## src/lzss_win_pkg.sv

```systemverilog
`default_nettype none
package lzss_win_pkg;

	// window geometry and token layout
	localparam int WINDOW_BYTES = 8192;
	localparam int WIN_AW       = 13;
	localparam int LEN_W        = 4;
	localparam int MIN_MATCH    = 3;
	localparam int CTRL_BITS    = 8;
	localparam int BITS_W       = 4;

	typedef struct packed {
		logic [7:0] in_byte;
		logic       stream_start;
	} in_word_t;

	typedef struct packed {
		logic [7:0] out_byte;
		logic       last_of_run;
	} out_word_t;

	typedef enum logic [1:0] {
		PH_CONTROL = 2'd0,
		PH_ITEM    = 2'd1,
		PH_HIGH    = 2'd2
	} phase_t;

	typedef enum logic [1:0] {
		OP_LITERAL = 2'd0,
		OP_COPY    = 2'd1,
		OP_RESTART = 2'd2
	} op_kind_t;

	// one queued command: literal byte in arg[7:0], or copy source + length
	typedef struct packed {
		op_kind_t            kind;
		logic [WIN_AW-1:0]   arg;
		logic [LEN_W-1:0]    len;
	} op_t;

	// queue handshake toward the back end
	typedef struct packed {
		logic not_empty;
		op_t  head;
	} q_out_t;

endpackage
`default_nettype wire

```

## src/lzss_win_queue.sv

```systemverilog
`default_nettype none
module lzss_win_queue
	import lzss_win_pkg::*;
#(
	parameter int DEPTH = 4
) (
	input  wire logic clk,
	input  wire logic arst_n,
	input  wire logic push,
	input  wire op_t  push_op,
	output logic      full,
	input  wire logic pop,
	output q_out_t    q_out
);

	localparam int PW = $clog2(DEPTH);
	localparam int CW = $clog2(DEPTH + 1);

	op_t           mem_q [DEPTH];
	logic [PW-1:0] wr_ptr_q, rd_ptr_q;
	logic [CW-1:0] count_q;

	assign full            = (count_q == CW'(DEPTH));
	assign q_out.not_empty = (count_q != '0);
	assign q_out.head      = mem_q[rd_ptr_q];

	always_ff @(posedge clk) begin
		if (push) begin
			mem_q[wr_ptr_q] <= push_op;
		end
	end

	always_ff @(posedge clk or negedge arst_n) begin
		if (!arst_n) begin
			wr_ptr_q <= '0;
			rd_ptr_q <= '0;
			count_q  <= '0;
		end else begin
			if (push) begin
				wr_ptr_q <= (wr_ptr_q == PW'(DEPTH - 1)) ? '0 : wr_ptr_q + 1'b1;
			end
			if (pop) begin
				rd_ptr_q <= (rd_ptr_q == PW'(DEPTH - 1)) ? '0 : rd_ptr_q + 1'b1;
			end
			case ({push, pop})
				2'b10:   count_q <= count_q + 1'b1;
				2'b01:   count_q <= count_q - 1'b1;
				default: count_q <= count_q;
			endcase
		end
	end

endmodule
`default_nettype wire

```

## config.mk

```make
export PLATFORM = sky130hd
export DESIGN_NAME = lzss_win_queue
export DESIGN_NICKNAME = d
export VERILOG_FILES = /design/src/lzss_win_pkg.sv /design/src/lzss_win_queue.sv
export SDC_FILE = /design/constraint.sdc
export NUM_CORES = 1
export LEC_CHECK = 0
export BUFFER_PORTS_ARGS = -buffer_cell sky130_fd_sc_hd__clkbuf_2
export CORE_MARGIN = 10
export CORE_UTILIZATION = 56
export DETAILED_ROUTE_END_ITERATION = 7
export PLACE_DENSITY = 0.78
export SLEW_MARGIN = 0
export SYNTH_ARGS = -nofsm -noshare
export SYNTH_HDL_FRONTEND = slang
export SYNTH_SLANG_ARGS = --single-unit
```

## constraint.sdc

```tcl
create_clock -name clk -period 3.45 [get_ports clk]
set_input_delay 0.69 -clock clk [delete_from_list [all_inputs] [get_ports clk]]
set_output_delay 0.69 -clock clk [all_outputs]
set_load 0.1 [all_outputs]
```

==> flow_metrics.py <==
metrics = {
    "floorplanning": {
        "die_area_mm2": 0.00905,
        "die_w_um": 95.1,
        "core_mm2": 0.00551,
        "start_util": 0.574,
        "row_count": 27,
        "io_pins": 44,
        "die_h_um": 95.1,
    },
    "critical_path": {
        "endpoint": "q_out[17]",
        "r2r_cells": 3,
        "worstReg2RegEnd": "mem_q[1][8]$_DFFE_PP_",
        "critical_path_class": "reg2out",
        "worstSetupStartpointType": "register",
        "cp_max_fo": 10,
        "crit_family": "buffers and inverters",
        "cp_slowest_cell": "dfrtp_1",
        "path_buf_inv": 2,
        "max_stage_delay_ps": 600,
        "startpoint": "rd_ptr_q[0]$_DFFE_PN0P_",
        "crit_cells": 3,
        "critPathCaptureType": "primary output",
        "crit_required_ps": 2760,
        "rrSetupSlack_ps": 1560,
        "rr_startpoint": "wr_ptr_q[1]$_DFFE_PN0P_",
        "cp.arrival_ps": 2160,
        "crit_chain": "buf_4 -> mux4_2 -> clkbuf_2",
    },
    "timing": {
        "max_freq_mhz": 351,
        "relSlewSlack": 0.330,
        "max_slew.worst_pin.slew_ps": 1010,
        "setup_tns_ps": 0,
        "rsz0062_at_grt": "no",
        "final-hold-violation-count": 0,
        "finClkSkew_ps": 6.01,
        "min_period_ps": 2850,
        "maxSlewViolCount": 0,
        "setup_viol": 0,
        "fin_crit_sh": 0.825,
    },
    "logic_synthesis": {
        "ys_warn_count": 0,
        "synth_cells": 138,
        "syn_area_mm2": 0.00316,
        "syn_nets": 168,
        "ys_seq_area_frac": 0.777,
        "synth_top_area_cell": "edfxtp_1",
        "synth_area_leaders": "edfxtp_1 72%, mux4_2 13%, dfrtp_1 5.5%, ha_1 2.4%, mux4_1 0.83%",
        "synth_top_area_share": 0.722,
        "syn_area_per_cell_um2": 22.9,
        "synth-seq-cells": 83,
        "ys_types": 18,
    },
    "clock_network": {
        "htree_levels": 3,
        "ctsHoldBuffers": 0,
        "clock_path_buffers": 2,
        "root_buffer": "clkbuf_8",
        "path_clk_slew_ps": 70,
        "cts_resized": 0,
        "cts_buffers": 9,
        "worstSkewPairLatency_ps": 340,
        "post_cts_buffers": 0,
        "cts_tree": "done",
        "numClockSinks": 83,
    },
    "final_layout": {
        "final_area_mm2": 0.00362,
        "drive_gt1_frac": 0.400,
        "diodes": 0,
        "nNetsFinal": 220,
        "area_growth_pct": 14.6,
    },
    "global_routing": {
        "grt_pass1_vias": 1647,
        "grt_pass1_wl_um": 8110,
        "grt-ovfl-total": 0,
        "grt_max_degree": 22,
        "track_usage": 0.121,
        "antenna_found_initial": 0,
    },
    "outcome": {
        "status": "completed",
    },
    "route": {
        "vias": 1479,
        "routed_via_density": 5.54,
        "postRouteAntennaNets": 0,
        "drtIter0Drc": 71,
        "drcViolationCount": 0,
        "wl_um": 5240,
        "post_drt_wl_per_cell_um": 19.6,
        "drtPass1Iterations": 4,
    },
    "placement": {
        "io_buffers": 43,
        "dpl_cell_area_mm2": 0.00345,
        "place.gp.congestion": 0.659,
        "hpwl_um": 3650,
    },
    "flow_run": {
        "max_cap_viol_count": 0,
    },
    "min_path": {
        "hold_class": "in2async",
    },
}
registers in the layout (all words and copies together) (netlist names):
name      flops
count_q       3
rd_ptr_q      2
mem_q        76
wr_ptr_q      2
worst register-to-register path: stages, from the launching register on:
cell	delay [ps]
dfrtp_1	420
inv_1	120
ha_1	180
and2_1	800
Yosys cell counts:
library cell / count
and2_1: 4
and3_1: 1
buf_2: 2
buf_6: 2
dfrtp_1: 7
edfxtp_1: 76
fa_1: 1
ha_1: 6
inv_1: 6
mux2_2: 2
mux4_1: 1
mux4_2: 18
nand2_1: 2
nor2_1: 2
o21ai_0: 3
or3_1: 2
xnor2_1: 1
xor2_1: 2
cells in the final DEF (no fill, tap or decap):
master / n
xor2_1: 2
and2_1: 4
dfrtp_1: 7
buf_4: 2
inv_1: 6
or3_1: 2
fa_1: 1
edfxtp_1: 76
and3_1: 1
clkbuf_2: 43
xnor2_1: 1
clkbuf_8: 11
mux4_2: 18
clkinv_2: 2
mux2_2: 2
clkbuf_1: 3
o21ai_0: 3
mux4_1: 1
nand2_1: 2
nor2_1: 2
ha_1: 6
per-layer routing:
layer	global-route usage	share of wire
met4	0.0561	0.015
met3	0.0424	0.066
met1	0.126	0.35
met5	0	0
met2	0.214	0.57
cell type report:
| type | count | area (µm²) |
|---|---|---|
| sequential | 83 | 2460 |
| fill | 352 | 1880 |
| multi-input combinational | 45 | 649 |
| timing repair buffer | 45 | 230 |
| clock buffer | 14 | 163 |
| tap | 72 | 90.1 |
| inverter | 6 | 22.5 |
| clock inverter | 2 | 10.0 |
how the worst min path moves through the flow:
stage                        endpoint  cells past startpoint
2_1_floorplan  count_q[0]$_DFFE_PN0P_                      0
3_3_place_gp   count_q[2]$_DFFE_PN0P_                      1
3_5_place_dp   count_q[2]$_DFFE_PN0P_                      1
4_1_cts        count_q[0]$_DFFE_PN0P_                      1
5_1_grt        count_q[2]$_DFFE_PN0P_                      1
6_report       count_q[2]$_DFFE_PN0P_                      1
stage by stage:
| step | std cells | worst slack [ps] | hold slack, ps | utilization |
|---|---|---|---|---|
| finish | 267 | 604 | 179 | 0.658 |
| floorplan | 138 | 1350 | 394 | - |
| CTS | 267 | 543 | 174 | 0.658 |
| global route | 267 | 480 | 171 | 0.658 |
| global placement | 251 | 940 | 466 | 0.626 |
| detailed placement | 251 | 921 | 477 | 0.626 |
cells by family (layout without fill, tap and decap cells):
kind of cell | count (synthesis) | in the layout | synth area share
flops | 83 | 83 | 0.777
mux | 21 | 21 | 0.144
simple gates | 11 | 11 | 0.0186
buf+inv | 10 | 67 | 0.0174
fa+ha+maj | 7 | 7 | 0.0301
compound gates | 3 | 3 | 0.00475
xor+xnor | 3 | 3 | 0.00831
Power is left out: the tool's default activity adds up to more than one toggle a clock period on the data nets, which glitch-free logic cannot reach.
