<file path="src/lzss_win_pkg.sv">
`default_nettype none
package lzss_win_pkg;

	// window geometry and token layout
	localparam int WINDOW_BYTES = 8192;
	localparam int WIN_AW       = 13;
	localparam int LEN_W        = 4;
	localparam int MIN_MATCH    = 3;
	localparam int CTRL_BITS    = 8;
	localparam int BITS_W       = 4;

	typedef struct packed {
		logic [7:0] in_byte;
		logic       stream_start;
	} in_word_t;

	typedef struct packed {
		logic [7:0] out_byte;
		logic       last_of_run;
	} out_word_t;

	typedef enum logic [1:0] {
		PH_CONTROL = 2'd0,
		PH_ITEM    = 2'd1,
		PH_HIGH    = 2'd2
	} phase_t;

	typedef enum logic [1:0] {
		OP_LITERAL = 2'd0,
		OP_COPY    = 2'd1,
		OP_RESTART = 2'd2
	} op_kind_t;

	// one queued command: literal byte in arg[7:0], or copy source + length
	typedef struct packed {
		op_kind_t            kind;
		logic [WIN_AW-1:0]   arg;
		logic [LEN_W-1:0]    len;
	} op_t;

	// queue handshake toward the back end
	typedef struct packed {
		logic not_empty;
		op_t  head;
	} q_out_t;

endpackage
`default_nettype wire

</file>
<file path="src/lzss_win_front.sv">
`default_nettype none
module lzss_win_front
	import lzss_win_pkg::*;
(
	input  wire logic     clk,
	input  wire logic     arst_n,
	input  wire logic     comp_valid,
	input  wire in_word_t comp_word,
	output logic          comp_stall,
	input  wire logic     q_full,
	output logic          push,
	output op_t           push_op
);

	phase_t              phase_q, phase_d, phase_e;
	logic [7:0]          ctrl_q, ctrl_d, ctrl_e;
	logic [BITS_W-1:0]   bits_q, bits_d, bits_e;
	logic [7:0]          tok_q, tok_d;
	logic                fire;
	logic [7:0]          b;

	assign comp_stall = q_full;
	assign fire       = comp_valid && !q_full;
	assign b          = comp_word.in_byte;

	// stream start puts the parser back at its reset state before this byte
	always_comb begin
		phase_e = comp_word.stream_start ? PH_CONTROL : phase_q;
		ctrl_e  = comp_word.stream_start ? 8'h00 : ctrl_q;
		bits_e  = comp_word.stream_start ? '0 : bits_q;
	end

	// next state
	always_comb begin
		phase_d = phase_q;
		ctrl_d  = ctrl_q;
		bits_d  = bits_q;
		tok_d   = tok_q;
		if (fire) begin
			if (comp_word.stream_start) begin
				tok_d = 8'h00;
			end
			case (phase_e)
				PH_ITEM: begin
					if (bits_e == '0) begin
						ctrl_d  = b;
						bits_d  = BITS_W'(CTRL_BITS);
						phase_d = PH_ITEM;
					end else if (ctrl_e[0]) begin
						ctrl_d  = ctrl_e >> 1;
						bits_d  = bits_e - 1'b1;
						phase_d = (bits_e == BITS_W'(1)) ? PH_CONTROL : PH_ITEM;
					end else begin
						tok_d   = b;
						phase_d = PH_HIGH;
					end
				end
				PH_HIGH: begin
					ctrl_d  = ctrl_e >> 1;
					bits_d  = bits_e - 1'b1;
					phase_d = (bits_e == BITS_W'(1)) ? PH_CONTROL : PH_ITEM;
				end
				default: begin
					ctrl_d  = b;
					bits_d  = BITS_W'(CTRL_BITS);
					phase_d = PH_ITEM;
				end
			endcase
		end
	end

	// outputs: at most one command per accepted byte
	always_comb begin
		push         = 1'b0;
		push_op.kind = OP_LITERAL;
		push_op.arg  = {{(WIN_AW-8){1'b0}}, b};
		push_op.len  = '0;
		if (fire) begin
			if (comp_word.stream_start) begin
				push         = 1'b1;
				push_op.kind = OP_RESTART;
			end else if (phase_e == PH_HIGH) begin
				push         = 1'b1;
				push_op.kind = OP_COPY;
				push_op.arg  = {b[WIN_AW-9:0], tok_q};
				push_op.len  = {1'b0, b[7:WIN_AW-8]} + LEN_W'(MIN_MATCH);
			end else if (phase_e == PH_ITEM && bits_e != '0 && ctrl_e[0]) begin
				push = 1'b1;
			end
		end
	end

	always_ff @(posedge clk or negedge arst_n) begin
		if (!arst_n) begin
			phase_q <= PH_CONTROL;
			ctrl_q  <= 8'h00;
			bits_q  <= '0;
			tok_q   <= 8'h00;
		end else begin
			phase_q <= phase_d;
			ctrl_q  <= ctrl_d;
			bits_q  <= bits_d;
			tok_q   <= tok_d;
		end
	end

endmodule
`default_nettype wire

</file>
<file path="config.mk">
export PLATFORM = sky130hd
export DESIGN_NAME = lzss_win_front
export DESIGN_NICKNAME = d
export VERILOG_FILES = /design/src/lzss_win_pkg.sv /design/src/lzss_win_front.sv
export SDC_FILE = /design/constraint.sdc
export NUM_CORES = 1
export LEC_CHECK = 0
export BUFFER_PORTS_ARGS = -buffer_cell sky130_fd_sc_hd__buf_2
export CAP_MARGIN = 20
export CORE_MARGIN = 4
export CORE_UTILIZATION = 52
export CTS_CLUSTER_SIZE = 20
export DETAILED_ROUTE_END_ITERATION = 8
export MAX_ROUTING_LAYER = met4
export PLACE_DENSITY = 0.75
export SETUP_SLACK_MARGIN = 0.15
export SLEW_MARGIN = 20
export SYNTH_ARGS = -nofsm -noshare
export SYNTH_HDL_FRONTEND = slang
export SYNTH_SLANG_ARGS = --single-unit
</file>
<file path="constraint.sdc">
create_clock -name clk -period 1.8 [get_ports clk]
set_input_delay 0.09 -clock clk [delete_from_list [all_inputs] [get_ports clk]]
set_output_delay 0.09 -clock clk [all_outputs]
set_load 0.005 [all_outputs]
</file>
==> results.md, run 1 <==
- The first-pass GRT wire length is slightly below 6 mm.
- The number of DRC markers in iteration 0 is 54.
- The most common library cell in the layout ignoring fill and taps is buf_2.
- The number of placed instances, taps included, is 222.
- The startpoint identified for the worst register-to-register timing path is phase_q[1]$_DFFE_PN0P_.
- The post-synthesis simple-gate area fraction is between 30% and 40%.
- The fraction of synthesized cell area taken by the top area cell type is 39.53%.
- The number of vias per cell is 5.679.
- The netlist uses 35 different library cells.
- The count of endpoints failing hold in the final timing report is 0.
- The clock sink total is 22.
- The final reports fail on setup timing.
- Data on the critical path arrives at its endpoint at 1760 ps.
- The number of nets in the synthesized netlist is 180.
- The adder-cell share of the synthesized area is roughly 3.6%.
- At the placement stage, the worst setup path has a slack of 78.59 ps.
- The die is between 50 and 60 um wide.
- The number of buffers created by CTS is 3.
- Setup repair after global routing could not meet its margin everywhere.
- In this run the worst path has a maximum fanout of 8.
- The number of nets at the end of the flow is 228.
- Relative to the synthesized area, the layout overhead comes to 35.31%.
- Across the VDD grid, the largest voltage drop is between 0.5 and 0.6 mV.
- Summed over all cells, the static leakage comes to roughly 0.90 nW.
- The final clock skew is 14.62 ps.
- Fill cells in the final layout number 179.
- The capture point of the worst reg-to-reg path is bits_q[1]$_DFFE_PN0P_.
- The count of final setup violators is 11.
- The detailed-route DRC error count is 0.
- Across the run, the number of max-cap violations was 0.
- The min-delay analysis places its worst path in the category in -> reg.
- The library cell with the largest summed area after synthesis is dfrtp_1.
- The sum of overflow across all layers after global routing is 0.
- The CTS root buffer is clkbuf_4.
- The die is 59.75 um tall.
- The worst pin sits at a relative slew slack of 63.94%.
- The core footprint is 0.002522 mm2.
- The deepest level of the CTS H-tree is 1.
- Buffers placed on the I/O ports in this run total 33.
- The number of synthesis warnings is 0.
- In this run the register-to-register setup slack is -40 ps.
- Entering global routing, the biggest net connects 23 pins.
- In this run the worst setup path begins at phase_q[1]$_DFFE_PN0P_.
- The number of cells on the worst reg-to-reg path is 9.
- Row generation in the floorplan step produced 18 rows.
- The number of global-route vias before repair came to 1298.
- The worst path uses 102.8% of the clock period.
- The starting utilization of the core area is 55.21%.
- The run finished, with violations left.
- The synthesized instance count is 163.
- The synthesized-area fraction occupied by xor and xnor cells is 0.6289%.
- The total inserted antenna cells is 0.
- The ratio of cells with drive above 1 in the final layout is between 40% and 50%.
- For this block, the via count after detailed routing is around 1400.
- By startpoint and endpoint, the worst setup path is classified as reg -> out.
- The share of synthesized area occupied by flip-flops and latches is 39.53%.
- STA classifies the critical path startpoint as a flop.
- The slew at the pin with the worst max-slew slack is 537.3 ps.
- The average routed wire per standard cell is 15.77 um.
- The count of placed standard cells in the final layout, fillers left out is 240.
- The share of cell area taken by muxes after synthesis is 0%.
- The end point of the critical path is push_op[9].
- After synthesis the cells add up to approximately 0.0014 mm2.
- In the layout the commonest cells are 31 x buf_2, 21 x nand2_1, 18 x dfrtp_1.
- At the worst endpoint, the required time is 1710 ps.
- Hold timing on the final database bottoms out at a slack of 46.49 ps.
- The routability-driven placement congestion ratio is 0.8536.
- The post-route minimum period is 1851 ps.
- By area the synthesized netlist is led by dfrtp_1 40%, a22o_1 6.9%, nand2_1 6.2%.
- For the worst-skew pair, the clock arrives at the later sink with an insertion delay of 310 ps.
- The initial antenna violation count came to 0.
- Dividing the synthesized area by the synthesized cell count gives 8.543 um2.
- The clock passes through at most 2 buffers.
- In this run the power density over the cells is roughly 630 mW/mm2.
- The pre-antenna-repair detailed-routing pass consisted of 4 iterations.
- Summing the areas of all compound-gate instances in the mapped netlist gives 19.95% of the synthesized area.
- The highest attainable clock frequency is between 0.5 and 0.6 GHz.
- Setup total negative slack on the finished layout was measured at -254.6 ps.
- The total routing resource utilization after global routing is 21.78%.
- Clock-pin slew was measured on the worst setup and hold paths at approximately 120 ps.
- The number of storage elements in the synthesis netlist is 22.
- The count of nets left with antenna violations once routing finished came out at 0.
- The area enclosed by the die boundary is 0.003570 mm2.
- By area, the combinational part of the netlist is dominated by simple AND/OR/NAND/NOR gates.
- The worst setup path is captured at a primary output.
- The final worst setup slack is -51.03 ps.
- The TritonCTS clock tree is yes.
- 34 I/O pins were placed.
- The wire-length estimate of the detail-placed layout is roughly 2.5 mm.
- The final-report max-slew violation count was 0.
- The total length of routed wires is ~3.8 mm.
==> power breakdown <==
part	leakage [nW]	internal [mW]	total [mW]	switching [mW]
sequential	0.274	0.550	0.599	0.0488
clock	0.0210	0.123	0.265	0.141
combinational	0.601	0.162	0.326	0.164
total	0.896	0.835	1.19	0.354
==> timing repair <==
action	CTS	global route
pin swaps	11	12
hold buffers	1	0
setup buffers	5	6
endpoints found under the setup margin	38	41
endpoints found under the hold margin	22	0
gates cloned	1	1
resized for setup	21	21
==> critical path, stage by stage, from the launching register on <==
cell and delay, ps:
dfrtp_1 440, nand2b_4 100, inv_4 40, ha_4 160, nand2b_4 60, or2_4 160
clkinvlp_4 180, o21ai_1 190, buf_2 130
==> stage by stage <==
stage	utilization [%]	cell area (um2)	total power, mW
5_1_grt	74.70	1884	1.261
2_1_floorplan	-	1393	0.7612
3_3_place_gp	63.19	1594	0.8442
3_5_place_dp	63.19	1594	0.8578
4_1_cts	69.69	1758	1.156
6_report	74.70	1884	1.190
==> cells by family (layout without fill, tap and decap cells) <==
logic type	Yosys count	count (layout)
AOI/OAI and AO/OA	38	38
adders and majority gates	4	4
buffers and inverters	17	64
DFF	22	22
xor gates and xnor gates	1	1
and+or+nand+nor	81	81
==> cell type report <==
cell class	count	area, um2	area share [%]
repair buffers	52	342.8	18.19
inverters	7	31.28	1.660
well taps	30	37.54	1.992
multi-input cells	124	873.3	46.35
clock buffers	4	36.28	1.926
flip-flops and latches	22	555.5	29.48
repair inverters	1	7.507	0.3984
==> worst min path at each step <==
stage | from | end | slack (ps) | depth (start not counted)
3_5_place_dp | arst_n | bits_q[2]$_DFFE_PN0P_ | 80 | 1
2_1_floorplan | arst_n | bits_q[0]$_DFFE_PN0P_ | -210 | 0
5_1_grt | comp_word[3] | tok_q[2]$_DFFE_PN0P_ | 40 | 2
6_report | comp_word[3] | tok_q[2]$_DFFE_PN0P_ | 50 | 2
4_1_cts | comp_word[4] | tok_q[3]$_DFFE_PN0P_ | 50 | 2
3_3_place_gp | arst_n | bits_q[2]$_DFFE_PN0P_ | 80 | 1
==> synthesized netlist by cell type, drive strengths merged <==
library cell / count
inv: 7
o211ai: 1
or2: 3
buf: 5
o21ai: 8
nand2b: 7
nor2: 18
nor2b: 2
a31oi: 7
ha: 4
a21oi: 3
a211oi: 1
nand3b: 8
dfrtp: 22
o21a: 1
o32a: 1
xor2: 1
nand2: 23
or2b: 1
nor4: 1
o31ai: 2
nand3: 7
o31a: 2
a221oi: 1
nor3: 3
or3: 2
a22o: 11
and2: 6
clkbuf: 5
==> flip-flops by register name (all words and copies together) (netlist names) <==
register,flops
tok_q,8
ctrl_q,8
phase_q,2
bits_q,4
==> routing by layer <==
metal	global-route usage, %	part of all wire (%)
met1	28.19	43
met2	34.26	49
met3	4.104	5.3
met4	6.962	2.5
met5	-	0
No activity file was read; power rests on OpenSTA's default activity.
==> inputs of run 2 (changes only) <==
==> constraint.sdc (replaced) <==
create_clock -name clk -period 1.8 [get_ports clk]
set_input_delay 0.09 -clock clk [delete_from_list [all_inputs] [get_ports clk]]
set_output_delay 0.09 -clock clk [all_outputs]
set_load 0.01 [all_outputs]
==> results.md, run 2 (synthesis gave the netlist of run 1 again) <==
- The count of endpoints failing hold in the final timing report is 0 (unchanged).
- The final-report max-slew violation count is 0 (unchanged).
- The number of vias per cell was 6.391 (was 5.679).
- The area of all placed cells without fillers came to 0.002024 mm2 (was 0.001884 mm2).
- The placed wire-length estimate is 2.555 mm (was 2.546 mm).
- The count of maximum capacitance violations is 0 (unchanged).
- The kind of capture point of the worst setup path is a primary output (unchanged).
- The leakage dissipation is 0.9400 nW (was 0.8958 nW).
- The die span in x is 59.75 um (unchanged).
- The number of nets at the end of the flow came to 231 (was 228).
- The number of cells on the worst reg-to-reg path is 8 (was 9).
- The sum of overflow across all layers after global routing is 0 (unchanged).
- The startpoint kind of the worst setup timing path is a flop (unchanged).
- The number of buffers created by CTS was 3 (unchanged).
- The layout overhead on the synthesized area is 45.37% (was 35.31%).
- The capture point of the worst reg-to-reg path is bits_q[2]$_DFFE_PN0P_ (was bits_q[1]$_DFFE_PN0P_).
- The starting utilization of the core area is 55.21% (unchanged).
- The slew at the pin with the worst max-slew slack is 529.4 ps (was 537.3 ps).
- The number of ports placed on the die boundary is 34 (unchanged).
- The post-route minimum period is 2035 ps (was 1851 ps).
- The number of DRC markers in iteration 0 is 188 (was 54).
- The final cycle utilization of the critical path is 113.1% (was 102.8%).
- The via count was 1553 (was 1363).
- The detailed-route DRC error count is 0 (unchanged).
- The register-to-register path setup slack came to -90 ps (was -40 ps).
- The routability-driven placement congestion ratio is 0.8663 (was 0.8536).
- The final setup TNS is -3473 ps (was -254.6 ps).
- The total length of routed wires is 4.883 mm (was 3.785 mm).
- The buffer levels on the longest clock path is 2 (unchanged).
- The required time of the critical path is 1710 ps (about the same).
- The data arrival at the endpoint of the critical path is 1950 ps (was 1760 ps).
- The worst vdd rail ir drop came to 0.6348 mV (was 0.5263 mV).
- The number of global-route vias before repair is 1304 (was 1298).
- The row count is 18 (unchanged).
- The number of fill cells is 157 (was 179).
- Run status: finished with violations (unchanged).
- The total inserted antenna cells came to 0 (unchanged).
- The clock sink total came to 22 (unchanged).
- The largest driver fanout on the critical path was 5 (was 8).
- The area enclosed by the die boundary was 0.003570 mm2 (unchanged).
- The most common library cell in the layout ignoring fill and taps is buf_2 (unchanged).
- Largest registers ranked by flip-flop count: ctrl_q (8), tok_q (8), bits_q (4) (unchanged).
- The core footprint was 0.002522 mm2 (unchanged).
- The first-pass GRT wire length came to 6.092 mm (was 5.871 mm).
- The final clock skew was 3.162 ps (was 14.62 ps).
- The clock transition at the register clock pins on the worst setup and hold paths after CTS is 130 ps (was 120 ps).
- The type of the worst min-delay path is in -> reg (unchanged).
- The TritonCTS clock tree is yes (unchanged).
- The startpoint of the worst hold path is comp_word[4] (was comp_word[3]).
- Violated checks: setup timing (unchanged).
- The type of the worst setup path is reg -> out (unchanged).
- The worst hold path cell count is 2 (unchanged).
- The final standard cell utilization of the core is 80.26% (was 74.70%).
- The worst hold endpoint is tok_q[3]$_DFFE_PN0P_ (was tok_q[2]$_DFFE_PN0P_).
- The deepest level of the CTS H-tree is 1 (unchanged).
- The initial antenna violation count came to 0 (unchanged).
- The headroom to the max-slew limit is 64.71% (was 63.94%).
- The highest attainable clock frequency was 0.4914 GHz (was 0.5402 GHz).
- The final worst setup slack is -235.0 ps (was -51.03 ps).
- The count of buffers from port buffering is 33 (unchanged).
- The ratio of cells with drive above 1 in the final layout is 47.42% (was 40.95%).
- Setup repair after global routing missed its margin: yes (unchanged).
- The average routed wire per standard cell came to 20.09 um (was 15.77 um).
- The maximum number of pins on one net before global-route repair is 23 (unchanged).
- The launch point of the worst reg-to-reg path is phase_q[1]$_DFFE_PN0P_ (unchanged).
- The total routing resource utilization after global routing is 22.71% (was 21.78%).
- The origin of the worst setup path is phase_q[1]$_DFFE_PN0P_ (unchanged).
- The ratio of total power to cell area is 642.4 mW/mm2 (was 631.3 mW/mm2).
- The die outline height is 59.75 um (unchanged).
- The count of final setup violators is 22 (was 11).
- The CTS root buffer is clkbuf_4 (unchanged).
- The clock latency at the later pin of the worst-skew pair is 320 ps (was 310 ps).
- The number of nets with antenna violations after routing was 0 (unchanged).
- The number of detailed-route iterations in the first pass came to 4 (unchanged).
- The pre-CTS setup slack was 70.96 ps (was 78.59 ps).
- The power after layout came to 1.301 mW (was 1.190 mW).
- Commonest non-fill, non-tap cells in the layout: 29 x buf_2, 18 x dfrtp_1, 15 x nand2_1 (was 31 x buf_2, 21 x nand2_1, 18 x dfrtp_1).
- The placed cell area is 0.001602 mm2 (was 0.001594 mm2).
-- run 2: changes by cell type in the layout (fill, tap and decap cells not counted), sizes merged --
cell      before  now
clkinvlp       1    0
inv            7    8
clkbuf         4    7
-- run 2: report_power, final --
| part | switching [mW] | leakage (nW) | total (mW) | internal [mW] |
|---|---|---|---|---|
| Combinational | 0.198 | 0.645 | 0.397 | 0.198 |
| Sequential | 0.0651 | 0.274 | 0.615 | 0.550 |
| Clock | 0.165 | 0.0210 | 0.289 | 0.124 |
| Total | 0.428 | 0.940 | 1.30 | 0.872 |
-- run 2: metal layers --
layer  up-vias  global-route usage [%]  routed length [um]
met4         0                   5.063                 169
li1        667                       -                   -
met2       116                   36.57                2347
met1       748                   30.99                1945
met5         -                       -                   0
met3        22                   2.160                 421
-- run 2: layout make-up --
class	instances	area (um2)	area share, %
timing repair inverter	1	6.256	0.3090
inverter	7	33.78	1.669
clock buffer	4	36.28	1.792
multi-input combinational	124	913.4	45.12
tap	30	37.54	1.854
sequential	22	555.5	27.44
timing repair buffer	55	441.7	21.82
-- run 2: worst max path at each step --
stage / end
after floorplan: push_op[10]
final: push_op[4]
after detailed placement: tok_q[0]$_DFFE_PN0P_
after CTS: push_op[3]
after global routing: push_op[4]
after global placement: tok_q[2]$_DFFE_PN0P_
-- run 2: critical path, stage by stage, from the launching register on --
cell and delay, ps:
dfrtp_1 400, nand2b_1 120, inv_1 80, ha_2 170, nand2b_1 90, or2_4 330, clkbuf_16 180, nand2_2 50
nand2_1 60, buf_2 140
-- run 2: stage by stage --
| stage | hold slack, ps | instances |
|---|---|---|
| finish | 52.80 | 243 |
| global route | 58.80 | 243 |
| CTS | 47.66 | 234 |
| detailed placement | 90.05 | 223 |
| global placement | 80.73 | 223 |
| floorplan | -205.6 | 163 |
-- run 2: repair_timing --
item / CTS / global route
pin swaps: 2 / 25
hold endpoints to repair: 22 / 0
setup buffers: 6 / 5
hold buffers: 1 / 0
gates resized for setup: 14 / 49
cloned: 0 / 4
endpoints found under the setup margin: 40 / 41
==> inputs of run 3 (changes only) <==
--- a/config.mk
+++ b/config.mk
@@ -5,14 +5,15 @@
 export SDC_FILE = /design/constraint.sdc
 export NUM_CORES = 1
 export LEC_CHECK = 0
+export ABC_AREA = 1
 export BUFFER_PORTS_ARGS = -buffer_cell sky130_fd_sc_hd__buf_2
 export CAP_MARGIN = 20
 export CORE_MARGIN = 4
-export CORE_UTILIZATION = 52
+export CORE_UTILIZATION = 53
 export CTS_CLUSTER_SIZE = 20
 export DETAILED_ROUTE_END_ITERATION = 8
 export MAX_ROUTING_LAYER = met4
-export PLACE_DENSITY = 0.75
+export PLACE_DENSITY = 0.76
 export SETUP_SLACK_MARGIN = 0.15
 export SLEW_MARGIN = 20
 export SYNTH_ARGS = -nofsm -noshare
==> results.md, run 3 <==
- Run status: finished clean (was finished with violations).
- The largest driver fanout on the critical path was 9 (was 5).
- The number of storage elements in the synthesis netlist is 22 (unchanged).
- The cell count along the critical path was 9 (unchanged).
- The number of buffers created by CTS is 3 (unchanged).
- The final standard cell utilization of the core is 72.91% (was 80.26%).
- The number of enable-type register cells in the synthesized netlist is 0 (unchanged).
- The sum of overflow across all layers after global routing is 0 (unchanged).
- The final clock skew was 8.800 ps (was 3.162 ps).
- The most frequent cell after synthesis was nand2_1 (unchanged).
- The final setup TNS came to 0 ps (was -3473 ps).
- The number of nets with antenna violations after routing is 0 (unchanged).
- The delay of the slowest critical-path stage is 400 ps (about the same).
- The fraction of registers with async set or reset after synthesis is 100.0% (unchanged).
- The post-route minimum period is 1671 ps (was 2035 ps).
- The share of synthesized area occupied by flip-flops and latches is 38.10% (was 39.53%).
- Setup repair after global routing missed its margin: yes (unchanged).
- The total routing resource utilization after global routing is 21.57% (was 22.71%).
- The placed wire-length estimate is 2.354 mm (was 2.555 mm).
- Ordered cell list for the critical path: inv_2 -> nor2_4 -> inv_2 -> ha_4 -> nand3_4 -> inv_8 -> nand2_1 -> o21ai_1 -> buf_2 (was nand2b_1 -> inv_1 -> ha_2 -> nand2b_1 -> or2_4 -> clkbuf_16 -> nand2_2 -> nand2_1 -> buf_2).
- Largest registers ranked by flip-flop count: ctrl_q (8), tok_q (8), bits_q (4) (unchanged).
- The detailed-route DRC error count is 0 (unchanged).
- The kind of capture point of the worst setup path is a primary output (unchanged).
- The layout overhead on the synthesized area was 28.40% (was 45.37%).
- The synthesized net count is 234 (was 180).
- The deepest level of the CTS H-tree was 1 (unchanged).
- The clock latency at the later pin of the worst-skew pair came to 320 ps (about the same).
- The number of different library cells in the post-synthesis netlist was 24 (was 35).
- The CTS root buffer is clkbuf_4 (unchanged).
- The row count is 18 (unchanged).
- The type of the worst min-delay path was in -> reg (unchanged).
- Top cells by count, synth: 90 x nand2_1, 25 x inv_1, 24 x nor2_1, 22 x dfrtp_1 (was 23 x nand2_1, 22 x dfrtp_1, 17 x nor2_1, 11 x a22o_1, 8 x nand3b_1).
- The core footprint came to 0.002545 mm2 (was 0.002522 mm2).
- The routability-driven placement congestion ratio is 0.8336 (was 0.8663).
- The ratio of total power to cell area came to 801.4 mW/mm2 (was 642.4 mW/mm2).
- The clock sink total is 22 (unchanged).
- The worst hold path cell count is 3 (was 2).
- The number of nets at the end of the flow was 280 (was 231).
- The count of final setup violators is 0 (was 22).
- The number of DRC markers in iteration 0 came to 67 (was 188).
- The number of global-route vias before repair is 1289 (was 1304).
- The number of vias per cell is 4.928 (was 6.391).
- The die outline height is 60.22 um (was 59.75 um).
- The TritonCTS clock tree was yes (unchanged).
- The via count is 1439 (was 1553).
- The headroom to the max-slew limit is 65.74% (was 64.71%).
- The most repeated library cell on the critical path is inv_2 (was nand2b_1).
- The required time of the critical path is 1710 ps (about the same).
- The maximum number of pins on one net before global-route repair is 23 (unchanged).
- The dominant synthesized flop cell is dfrtp_1 (unchanged).
- The total length of routed wires is 3.550 mm (was 4.883 mm).
- The clock transition at the register clock pins on the worst setup and hold paths after CTS is 130 ps (about the same).
- The synthesized instance count is 217 (was 163).
- The number of buffer and inverter stages on the critical path is 4 (was 3).
- The fraction of synthesized cell area taken by the top area cell type was 38.10% (was 39.53%).
- Commonest non-fill, non-tap cells in the layout: 88 x nand2_1, 32 x buf_2, 22 x dfrtp_1 (was 29 x buf_2, 18 x dfrtp_1, 15 x nand2_1).
- The library cell with the largest summed area after synthesis is dfrtp_1 (unchanged).
- The leakage dissipation is 1.045 nW (was 0.9400 nW).
- The starting utilization of the core area is 56.78% (was 55.21%).
- The count of endpoints failing hold in the final timing report is 0 (unchanged).
- The total inserted antenna cells was 0 (unchanged).
- The worst vdd rail ir drop was 0.6615 mV (was 0.6348 mV).
- The count of buffers from port buffering was 33 (unchanged).
- The most common library cell in the layout ignoring fill and taps is nand2_1 (was buf_2).
- The buffer levels on the longest clock path is 2 (unchanged).
- The number of cells on the worst reg-to-reg path came to 12 (was 8).
- The first-pass GRT wire length was 5.678 mm (was 6.092 mm).
- The mean instance size in the synthesized netlist is 6.660 um2 (was 8.543 um2).
- The count of maximum capacitance violations is 0 (unchanged).
- The highest attainable clock frequency is 0.5984 GHz (was 0.4914 GHz).
- The type of the worst setup path is reg -> out (unchanged).
- The startpoint kind of the worst setup timing path was a flop (unchanged).
- The number of detailed-route iterations in the first pass was 4 (unchanged).
- The post-synth design cell area came to 0.001445 mm2 (was 0.001393 mm2).
- The kind of cell with the highest combined delay on the critical path is buffers and inverters (was simple AND/OR/NAND/NOR gates).
- The slew at the pin with the worst max-slew slack is 513.9 ps (was 529.4 ps).
- The average routed wire per standard cell is 12.16 um (was 20.09 um).
- The number of synthesis warnings was 0 (unchanged).
- The die span in x is 60.22 um (was 59.75 um).
- The area enclosed by the die boundary is 0.003626 mm2 (was 0.003570 mm2).
- The critical-path cell with the highest stage delay is dfrtp_1 (unchanged).
- The final cycle utilization of the critical path came to 92.85% (was 113.1%).
- The number of ports placed on the die boundary is 34 (unchanged).
- The initial antenna violation count was 0 (unchanged).
- Cells taking the most area after synthesis: dfrtp_1 38%, nand2_1 23%, inv_1 6.5% (was dfrtp_1 40%, a22o_1 6.9%, nand2_1 6.2%).
- The ratio of cells with drive above 1 in the final layout is 29.77% (was 47.42%).
- The final-report max-slew violation count is 0 (unchanged).
- The data arrival at the endpoint of the critical path is 1580 ps (was 1950 ps).
==> run 3: cell count changes after synthesis, moves of 8 or more <==
cell      before  now
a22o_1        11    0
inv_1          6   25
nand2_1       23   90
nand3b_1       8    0
o21ai_1        1   12
==> run 3: area by class of cell <==
type | count | area (um2)
Inverter | 32 | 130.1
Multi-Input combinational cell | 160 | 820.8
Timing Repair Buffer | 43 | 257.7
Clock inverter | 1 | 30.03
Fill cell | 214 | 689.4
Timing Repair inverter | 1 | 6.256
Sequential cell | 22 | 550.5
Clock buffer | 3 | 22.52
Tap cell | 30 | 37.54
==> run 3: worst min-delay path, cell delays in order <==
cell     delay, ps
buf_2          110
nand2_1         50
nand2_1         50
==> run 3: cells by family (layout without fill, tap and decap cells) <==
kind of cell               count (synthesis)  in the layout  share of synthesized area (%)
AOI/OAI and AO/OA                         21             21                          8.139
xor gates and xnor gates                   1              1                         0.6062
adders and majority gates                  4              4                          3.463
buffers and inverters                     35             80                          10.13
DFF                                       22             22                          38.10
and+or+nand+nor                          134            134                          39.57
==> run 3: path summary, 6_finish.rpt <==
kind,start,to,slack (ps)
worst max register to register,phase_q[0]$_DFFE_PN0P_,ctrl_q[2]$_DFFE_PN0P_,230
worst min-delay path,comp_word[1],tok_q[0]$_DFFE_PN0P_,8
worst max-delay path,phase_q[0]$_DFFE_PN0P_,push_op[10],130
max in group asynchronous,arst_n,ctrl_q[6]$_DFFE_PN0P_,1190
min in group asynchronous,arst_n,ctrl_q[5]$_DFFE_PN0P_,260
worst min register to register,ctrl_q[4]$_DFFE_PN0P_,ctrl_q[4]$_DFFE_PN0P_,500
==> run 3: layer usage <==
layer / wire, um / up-vias / GRT usage, % / share of wire (%)
li1: - / 754 / - / -
met1: 1577 / 647 / 27.71 / 44
met2: 1737 / 32 / 34.88 / 49
met3: 185 / 6 / 3.672 / 5.2
met4: 49 / 0 / 6.013 / 1.4
met5: 0 / - / - / 0
==> run 3: timing repair <==
action,CTS,global route
endpoints found under the setup margin,17,23
hold buffers,3,0
setup buffers,2,4
cloned,1,0
gates resized for setup,17,10
pin swaps,3,2
hold endpoints to repair,24,0
==> run 3: power breakdown <==
group	internal, mW	total [mW]	leakage [nW]	switching (mW)
logic	0.172	0.458	0.728	0.286
registers	0.586	0.643	0.288	0.0564
clock network	0.225	0.386	0.0279	0.161
==> run 3: through the flow <==
step                      hold slack [ps]  setup WS (ps)  instances  power, mW  area [um2]
after global routing                9.430          38.49        292      1.601        1856
after floorplan                    -205.6          342.1        217     0.9292        1445
after detailed placement            87.98          215.2        278      1.034        1632
after global placement              84.76          236.5        278      1.031        1632
final                               8.166          128.7        292      1.487        1856
after CTS                           1.698          135.3        288      1.452        1789
